[config.mk]
export PLATFORM = sky130hd
export DESIGN_NAME = two_class_sorted_queue_merge
export DESIGN_NICKNAME = d
export VERILOG_FILES = /design/src/rtl/tcsq_pkg.sv /design/src/rtl/tcsq_cell.sv /design/src/rtl/tcsq_store.sv /design/src/rtl/two_class_sorted_queue_merge.sv
export SDC_FILE = /design/constraint.sdc
export NUM_CORES = 2
export LEC_CHECK = 0
export ABC_AREA = 1
export BUFFER_PORTS_ARGS = -buffer_cell sky130_fd_sc_hd__buf_2
export CORE_MARGIN = 4
export CORE_UTILIZATION = 56
export CTS_CLUSTER_SIZE = 25
export DETAILED_ROUTE_END_ITERATION = 7
export PLACE_DENSITY = 0.78
export SYNTH_ARGS = -nofsm -noshare
export SYNTH_HDL_FRONTEND = slang
export SYNTH_SLANG_ARGS = --single-unit
[constraint.sdc]
create_clock -name clk -period 5.4 [get_ports clk]
set_input_delay 1.08 -clock clk [delete_from_list [all_inputs] [get_ports clk]]
set_output_delay 1.08 -clock clk [all_outputs]
set_load 0.01 [all_outputs]
[src/rtl/tcsq_pkg.sv]
`timescale 1ns / 1ps
`default_nettype none

package tcsq_pkg;

  localparam int unsigned ID_W  = 16;
  localparam int unsigned KEY_W = 32;

  // operation codes
  localparam logic MODE_INSERT = 1'b0;
  localparam logic MODE_POP    = 1'b1;

  // result status codes
  localparam logic [1:0] STAT_INSERTED = 2'd0;
  localparam logic [1:0] STAT_FULL     = 2'd1;
  localparam logic [1:0] STAT_POPPED   = 2'd2;
  localparam logic [1:0] STAT_EMPTY    = 2'd3;

  typedef struct packed {
    logic [ID_W-1:0]  id;
    logic [KEY_W-1:0] key;
  } entry_t;

  // one storage cell as seen by its neighbours
  typedef struct packed {
    logic   vld;
    entry_t ent;
  } cell_t;

  // per-store operation strobes
  typedef struct packed {
    logic ins;
    logic pop;
  } store_ctl_t;

  typedef struct packed {
    logic             mode;
    logic [ID_W-1:0]  item_id;
    logic [KEY_W-1:0] sort_key;
    logic             class_flag;
  } in_item_t;

  typedef struct packed {
    logic [1:0]       status;
    logic [ID_W-1:0]  out_id;
    logic [KEY_W-1:0] out_key;
    logic             out_class;
  } out_item_t;

endpackage

`default_nettype wire

[src/rtl/tcsq_cell.sv]
`timescale 1ns / 1ps
`default_nettype none

// One slot of a sorted store. ge_o flags that the new key belongs here or
// earlier; the head slot only claims the key when it is strictly smaller.
module tcsq_cell #(
  parameter bit IS_HEAD = 1'b0
) (
  input  wire                   clk,
  input  wire                   rst_n,
  input  tcsq_pkg::store_ctl_t  ctl,
  input  tcsq_pkg::entry_t      new_ent,
  input  tcsq_pkg::cell_t       prev_cell,
  input  wire                   prev_ge,
  input  tcsq_pkg::cell_t       next_cell,
  output tcsq_pkg::cell_t       cell_o,
  output logic                  ge_o
);

  logic             vld_r, vld_nxt;
  tcsq_pkg::entry_t ent_r, ent_nxt;

  always_comb begin
    if (IS_HEAD) begin
      ge_o = !vld_r || ($signed(new_ent.key) < $signed(ent_r.key));
    end else begin
      ge_o = !vld_r || !($signed(ent_r.key) < $signed(new_ent.key));
    end
  end

  // insert: slots behind the claiming one take their neighbour's entry
  always_comb begin
    priority if (ctl.ins && prev_ge) begin
      vld_nxt = prev_cell.vld;
      ent_nxt = prev_cell.ent;
    end else if (ctl.ins && ge_o) begin
      vld_nxt = 1'b1;
      ent_nxt = new_ent;
    end else if (ctl.pop) begin
      vld_nxt = next_cell.vld;
      ent_nxt = next_cell.ent;
    end else begin
      vld_nxt = vld_r;
      ent_nxt = ent_r;
    end
  end

  always_ff @(posedge clk) begin
    if (!rst_n) begin
      vld_r <= 1'b0;
    end else begin
      vld_r <= vld_nxt;
    end
  end

  always_ff @(posedge clk) begin
    ent_r <= ent_nxt;
  end

  assign cell_o = '{vld: vld_r, ent: ent_r};

endmodule

`default_nettype wire

[src/rtl/tcsq_store.sv]
`timescale 1ns / 1ps
`default_nettype none

// Sorted store for one class: a row of cells, head at index 0.
module tcsq_store #(
  parameter int unsigned DEPTH = 16
) (
  input  wire                   clk,
  input  wire                   rst_n,
  input  tcsq_pkg::store_ctl_t  ctl,
  input  tcsq_pkg::entry_t      new_ent,
  output tcsq_pkg::cell_t       head,
  output logic                  full,
  output logic                  empty
);

  tcsq_pkg::cell_t cells [DEPTH];
  logic            ge    [DEPTH];

  genvar gi;
  generate
    for (gi = 0; gi < DEPTH; gi++) begin : g_cell
      tcsq_pkg::cell_t prev_c, next_c;
      logic            prev_g;

      if (gi == 0) begin : g_first
        assign prev_c = '0;
        assign prev_g = 1'b0;
      end else begin : g_mid
        assign prev_c = cells[gi-1];
        assign prev_g = ge[gi-1];
      end

      if (gi == DEPTH - 1) begin : g_last
        assign next_c = '0;
      end else begin : g_inner
        assign next_c = cells[gi+1];
      end

      tcsq_cell #(
        .IS_HEAD (gi == 0)
      ) u_cell (
        .clk       (clk),
        .rst_n     (rst_n),
        .ctl       (ctl),
        .new_ent   (new_ent),
        .prev_cell (prev_c),
        .prev_ge   (prev_g),
        .next_cell (next_c),
        .cell_o    (cells[gi]),
        .ge_o      (ge[gi])
      );
    end
  endgenerate

  assign head  = cells[0];
  assign empty = !cells[0].vld;
  assign full  = cells[DEPTH-1].vld;

endmodule

`default_nettype wire

[src/rtl/two_class_sorted_queue_merge.sv]
`timescale 1ns / 1ps
`default_nettype none

// The result of a transaction appears in the cycle after it is taken.
// Throughput: one transaction per cycle; every cell of both stores compares
// its key in parallel, so busy never rises.
// Reset: synchronous, active low; empties both stores and drops the strobe.
// The receiver cannot stall: out_valid is high for exactly one cycle.
module two_class_sorted_queue_merge #(
  parameter int unsigned STORE_DEPTH = 16
) (
  input  wire                  clk,
  input  wire                  rst_n,
  input  wire                  start,
  output logic                 busy,
  input  tcsq_pkg::in_item_t   in_data,
  output logic                 out_valid,
  output tcsq_pkg::out_item_t  out_data
);

  // Each store is a chain of cells kept in ascending key order. An insert
  // shifts the tail of the chain up by one behind the slot that claims the
  // key; a pop shifts the whole chain down by one.

  logic                 accept;
  logic                 is_pop;
  tcsq_pkg::entry_t     new_ent;
  tcsq_pkg::store_ctl_t ctl0, ctl1;
  tcsq_pkg::cell_t      head0, head1;
  logic                 full0, full1, empty0, empty1;
  logic                 pick;       // store that a pop takes from
  logic                 both_empty;
  logic                 tgt_full;

  logic                 out_valid_r, out_valid_nxt;
  tcsq_pkg::out_item_t  out_data_r, out_data_nxt;

  assign busy    = 1'b0;            // no transaction ever stalls the inputs
  assign accept  = start && !busy;
  assign is_pop  = (in_data.mode == tcsq_pkg::MODE_POP);
  assign new_ent = '{id: in_data.item_id, key: in_data.sort_key};

  assign both_empty = empty0 && empty1;
  assign tgt_full   = in_data.class_flag ? full1 : full0;

  // merge: smaller head wins, class 1 on a tie
  always_comb begin
    priority if (empty0) begin
      pick = 1'b1;
    end else if (empty1) begin
      pick = 1'b0;
    end else begin
      pick = ($signed(head0.ent.key) < $signed(head1.ent.key)) ? 1'b0 : 1'b1;
    end
  end

  always_comb begin
    ctl0.ins = accept && !is_pop && !in_data.class_flag && !full0;
    ctl1.ins = accept && !is_pop &&  in_data.class_flag && !full1;
    ctl0.pop = accept &&  is_pop && !both_empty && !pick;
    ctl1.pop = accept &&  is_pop && !both_empty &&  pick;
  end

  tcsq_store #(
    .DEPTH (STORE_DEPTH)
  ) u_store0 (
    .clk     (clk),
    .rst_n   (rst_n),
    .ctl     (ctl0),
    .new_ent (new_ent),
    .head    (head0),
    .full    (full0),
    .empty   (empty0)
  );

  tcsq_store #(
    .DEPTH (STORE_DEPTH)
  ) u_store1 (
    .clk     (clk),
    .rst_n   (rst_n),
    .ctl     (ctl1),
    .new_ent (new_ent),
    .head    (head1),
    .full    (full1),
    .empty   (empty1)
  );

  // result register
  always_comb begin
    out_valid_nxt = accept;
    out_data_nxt  = '0;
    priority if (!is_pop) begin
      out_data_nxt.status = tgt_full ? tcsq_pkg::STAT_FULL : tcsq_pkg::STAT_INSERTED;
    end else if (both_empty) begin
      out_data_nxt.status = tcsq_pkg::STAT_EMPTY;
    end else begin
      out_data_nxt.status    = tcsq_pkg::STAT_POPPED;
      out_data_nxt.out_id    = pick ? head1.ent.id  : head0.ent.id;
      out_data_nxt.out_key   = pick ? head1.ent.key : head0.ent.key;
      out_data_nxt.out_class = pick;
    end
  end

  always_ff @(posedge clk) begin
    if (!rst_n) begin
      out_valid_r <= 1'b0;
    end else begin
      out_valid_r <= out_valid_nxt;
    end
  end

  always_ff @(posedge clk) begin
    out_data_r <= out_data_nxt;
  end

  assign out_valid = out_valid_r;
  assign out_data  = out_data_r;

endmodule

`default_nettype wire

Yosys cells after proc, flatten, opt, wreduce, memory -nomap -nowiden:

Cells that the tools add are included.
Widths: inputs -> output; s select.

* flip-flop bits (word level): 1620
* input bits: 53
* output and inout port bits: 53
* logic and storage cells: 505

* magnitude comparators: 33
* mux-type cells: 197
* bitwise gates (word level): 1
* reductions and logical operators: 173

Operators by type and width (count)
* $mux 48: 94
* $lt 32x32->1: 33
* $mux 1: 100
* $reduce_bool 3->1: 30
* $logic_not 1->1: 66
* $logic_and 1x1->1: 42
* $logic_or 1x1->1: 32
* $mux 32: 1
* $mux 16: 1
* $reduce_bool 2->1: 2
* $mux 2: 1
* $reduce_or 2->1: 1
* $not 1->1: 1

Longest topological paths before layout:

* depth in word-level cells: 9
* mapped depth: 22
* depth with buffers taken out: 20

By module:

From an unflattened synthesis, not the netlist that was laid out.

* cells, all modules: 16723
* area total of the unflattened synthesis: 118575.0 um^2

Modules (own cells, without submodules)
* tcsq_cell at u_store0.g_cell[10].u_cell ...: instances 26, cells an instance 508, area an instance 3608.5 um^2, sequential area each 1461.4 um^2
* tcsq_cell at u_store1.g_cell[6].u_cell ...: instances 4, cells an instance 507, area an instance 3608.5 um^2, sequential area each 1461.4 um^2
* tcsq_cell at u_store0.g_cell[0].u_cell ...: instances 2, cells an instance 504, area an instance 3599.7 um^2, sequential area each 1461.4 um^2
* two_class_sorted_queue_merge: instances 1, cells an instance 475, area an instance 3106.7 um^2, sequential area each 1041.0 um^2
* tcsq_store: instances 2, cells an instance 2, area an instance 7.5 um^2, sequential area each 0.0 um^2

Worst setup path after synthesis:

OpenSTA, ideal clock, no wires.

* kind: in2reg
* start: input in_data[32] in the netlist's numbering
* end: register u_store0.g_cell[11].u_cell.ent_r, in the netlist u_store0.g_cell[11].u_cell.cell_o[0] (enable)
* setup time: 0.707 ns
* data arrival time: 4.689 ns
* required time: 4.693 ns
* setup slack: 0.004 ns
* stages on the path: 13
* buffers on the path: 3
* path through: clkbuf_1 inv_1 ha_1 nand2_1 nor4_1 and3_1 nand2_1 nand3_1 nand3_1 nand2_1 buf_2 clkbuf_1 nand3_1

* cells in the longest elaborated chain, start to end: 5
* elaborated cells between the ends (all ways): 9
* those cells by class: order compare: 2; reduce/logical: 7

RTL lines
* from (decl): RTL line two_class_sorted_queue_merge.sv:16 `input tcsq_pkg::in_item_t in_data,`
* $lt 32x32->1: RTL line tcsq_cell.sv:27 `ge_o = !vld_r || !($signed(ent_r.key) < $signed(new_ent.key));`
* $logic_not 1->1: RTL line tcsq_cell.sv:27
* $logic_or 1x1->1: RTL line tcsq_cell.sv:27
* $logic_and 1x1->1, on equally long branches: RTL line tcsq_cell.sv:36, tcsq_cell.sv:33
* $reduce_bool 3->1 (no source line) (*)
* to (signal assigned): RTL line tcsq_cell.sv:57 `ent_r <= ent_nxt;`
* to (decl): RTL line tcsq_cell.sv:21 `tcsq_pkg::entry_t ent_r, ent_nxt;`

Mark *: on every way between the ends. The rest lies on a longest branch, timed or not.
A chain may end at the register's enable or synchronous reset.

Final worst setup path:

* start: register u_store1.g_cell[0].u_cell.ent_r, in the netlist u_store1.g_cell[0].u_cell.cell_o[27]
* end: register u_store1.g_cell[12].u_cell.ent_r, in the netlist u_store1.g_cell[12].u_cell.cell_o[4] (enable)

* cells in the longest elaborated chain, start to end: 6

RTL lines
* from (decl): RTL line tcsq_cell.sv:21
* from (signal assigned): RTL line tcsq_cell.sv:57
* $lt 32x32->1: RTL line two_class_sorted_queue_merge.sv:53 `pick = ($signed(head0.ent.key) < $signed(head1.ent.key)) ? 1'b0 : 1'b1;`
* $mux 1: RTL line two_class_sorted_queue_merge.sv:53
* $mux 1: RTL line two_class_sorted_queue_merge.sv:50 `end else if (empty1) begin`
* $mux 1: RTL line two_class_sorted_queue_merge.sv:48 `priority if (empty0) begin`
* $logic_and 1x1->1: RTL line two_class_sorted_queue_merge.sv:61 `ctl1.pop = accept && is_pop && !both_empty && pick;`
* $reduce_bool 3->1 (no source line)
* to (signal assigned): RTL line tcsq_cell.sv:57
* to (decl): RTL line tcsq_cell.sv:21

No other way between the ends.

==> impl_metrics.env <==
export IMPL_status="finished with violations"
export IMPL_violations="design-rule violations"
export IMPL_num_rows=155
export IMPL_dieArea_um2=187000
export IMPL_reg2regPathDepth=17
export IMPL_core_area_um2=179000
export IMPL_cts_buffer_depth=3
export IMPL_yosysSeqAreaShare_pct=47.3
export IMPL_seqPwrFrac_pct=46.2
export IMPL_cts_tree="built"
export IMPL_fin_setup_tns_ns=0
export IMPL_syn_inst=11848
export IMPL_first_iter_violations=14111
export IMPL_path_max_fanout=35
export IMPL_htree_levels=4
export IMPL_fin_crit_ns=4.70
export IMPL_hold_buffers=0
export IMPL_io_pins=106
export IMPL_ant_nets=0
export IMPL_grtUsageTotal_pct=35.5
export IMPL_hold_class="input pin to flop"
export IMPL_synthesis_nets=12862
export IMPL_skew_ns=0.0376
export IMPL_fin_nets=12607
export IMPL_synth_avg_cell_area_um2=8.54
export IMPL_layout_drive_gt1_share_pct=6.46
export IMPL_holdWs_ns=0.454
export IMPL_max_vdd_ir_drop_mv=0.344
export IMPL_synth_cell_types=39
export IMPL_area_growth_pct=8.69
export IMPL_wl_per_cell_um=24.3
export IMPL_power_frac_comb_pct=17.1
export IMPL_grt_pass1_wl_mm=514
export IMPL_place_gp_congestion=0.944
export IMPL_leakagePower_uw=0.0454
export IMPL_slew_violations=0
export IMPL_arrival_ns=5.24
export IMPL_die_w_um=433
export IMPL_netlist_area_um2=101000
export IMPL_rsz0062_at_grt="false"
export IMPL_setup_worst_path_class="flop to flop"
export IMPL_clk_pin_slew_worst_paths_ns=0.06
export IMPL_dr_pass1_iters=8
export IMPL_grt_max_degree=148
export IMPL_antenna_found_initial=19
export IMPL_maxCapViolations=0
export IMPL_cts_setup_buffers=0
export IMPL_grt_remaining_overflow=0
export IMPL_die_y_um=433
export IMPL_routed_wirelength_mm=343
export IMPL_required_ns=5.94
export IMPL_wl_met2_mm=144
export IMPL_fmax_mhz=213
export IMPL_swShare_pct=29.4
export IMPL_start_util_pct=56.5
export IMPL_cts_num_sinks=1620
export IMPL_cts_buffers=178
export IMPL_ctsResizeCount=0
export IMPL_top_layer_used="met5"
export IMPL_p_sw_uw=10100
export IMPL_synth_seq_cells=1620
export IMPL_holdPathStages=1
export IMPL_layout_commonest_cell="nand2_1"
export IMPL_p_per_area_nw_per_um2=313
export IMPL_hold_viol_final=0
export IMPL_period_share_pct=87.0
export IMPL_drt_met1_wl_mm=127
export IMPL_cp_end_kind="flop"
export IMPL_wl_met3_mm=47.2
export IMPL_post_route_drc_count=5
export IMPL_grt_pass1_vias=87205
export IMPL_mostFrequentLayoutCells="3339 x nand2_1, 1698 x nor2_1, 1536 x edfxtp_1"
export IMPL_root_buffer="clkbuf_16"
export IMPL_yosysWarnings=0
export IMPL_setup_violations=0
export IMPL_insertion_delay_ns=0.86
export IMPL_worstSetupStartpointType="flop"
export IMPL_relSlewSlack_pct=15.3
export IMPL_hpwl_mm=238
export IMPL_worstMarginPinSlew_ns=1.27
export IMPL_power_internal_uw=24300
export IMPL_power_frac_clock_pct=36.7
export IMPL_power_uw=34400
export IMPL_via_per_inst=6.53
export IMPL_vias=92125
export IMPL_port_buffers=104
synth_stat cells, drive strengths merged:
cell / number / area [um2]
a31oi: 1269 / 7940
o21ai: 463 / 2320
a21oi: 604 / 3020
clkbuf: 331 / 1240
a211oi: 3 / 22.5
or2: 1 / 6.26
inv: 357 / 1340
ha: 961 / 12000
o21ba: 1 / 10.0
nand2: 3374 / 12700
edfxtp: 1536 / 46100
buf: 500 / 2570
nor4: 24 / 150
nand3: 430 / 2170
nand4: 63 / 394
nor3: 19 / 100
o21bai: 11 / 82.6
o211ai: 39 / 293
a21boi: 3 / 22.5
dfxtp: 84 / 1680
nand3b: 20 / 150
o21a: 38 / 285
nor3b: 1 / 7.51
a21o: 3 / 22.5
conb: 1 / 3.75
clkinv: 2 / 7.51
nor2: 1699 / 6380
and3: 11 / 68.8
layer usage:
| metal | up-vias | track usage, % |
|---|---|---|
| li1 | 41157 | - |
| met1 | 43047 | 46.3 |
| met2 | 6818 | 51.9 |
| met3 | 1097 | 9.50 |
| met4 | 6 | 23.9 |
| met5 | - | 0 |
worst paths after layout:
path,startpoint,to,slack [ns]
setup reg to reg,u_store1.g_cell[0].u_cell.cell_o[27],u_store1.g_cell[12].u_cell.cell_o[4],0.70
hold / removal,in_data[49],out_data[50],0.45
hold reg to reg,u_store1.g_cell[15].u_cell.vld_r,u_store1.g_cell[15].u_cell.vld_r,0.52
setup / recovery,u_store1.g_cell[0].u_cell.cell_o[27],u_store1.g_cell[12].u_cell.cell_o[4],0.70
through the flow:
step	worst slack [ns]	std cells	utilization (%)	area, um2
floorplan	0.00416	11848	-	101000
global placement	0.214	13768	58.1	104000
detailed placement	0.222	13768	58.1	104000
CTS	0.972	14097	61.4	110000
global route	0.538	14103	61.4	110000
finish	0.702	14114	61.4	110000
critical path, stage by stage (launching register included):
cell and delay (ns):
edfxtp_1 0.41, inv_1 0.31, ha_1 0.32, a21oi_1 0.22
o21ai_0 0.14, nand2_1 0.09, o211ai_1 0.08, a21oi_1 0.18
nand2_1 0.07, nand2_1 0.05, nand3_1 0.29, nand2_2 0.52
nand2_1 0.10, buf_4 0.27, nand2_1 0.10, nor2_1 0.06
inv_2 0.75, buf_4 0.38
sequential cells by signal (all words and copies together) (netlist names):
register	count
out_valid	1
u_store1.g_cell.u_cell.vld_r	16
u_store1.g_cell.u_cell.cell_o	768
u_store0.g_cell.u_cell.cell_o	768
out_data	51
u_store0.g_cell.u_cell.vld_r	16
power groups by stage:
stage	Clock [uW]	Combinational [uW]	Sequential, uW
floorplan	0	3850	15800
global placement	0	5340	16100
detailed placement	0	5650	16100
CTS	12600	5690	15900
global route	13200	6430	16000
finish	12700	5880	15900
logic make-up after synthesis:
group                      count (synthesis)  synth area share [%]
adders and majority gates                961                  11.9
DFF                                     1620                  47.3
other                                      1               0.00371
AOI/OAI and AO/OA                       2434                  13.9
buffers and inverters                   1190                  5.11
and+or+nand+nor                         5642                  21.9
layout make-up:
| class | instances | area (um2) |
|---|---|---|
| antenna | 17 | 42.5 |
| clock buffer | 232 | 4800 |
| clock inverter | 97 | 1070 |
| fill | 14677 | 69100 |
| inverter | 359 | 1350 |
| multi-input combinational | 9038 | 48500 |
| sequential | 1620 | 47800 |
| tap | 2355 | 2950 |
| timing repair buffer | 396 | 3380 |
(Power assumes the default switching activity.)
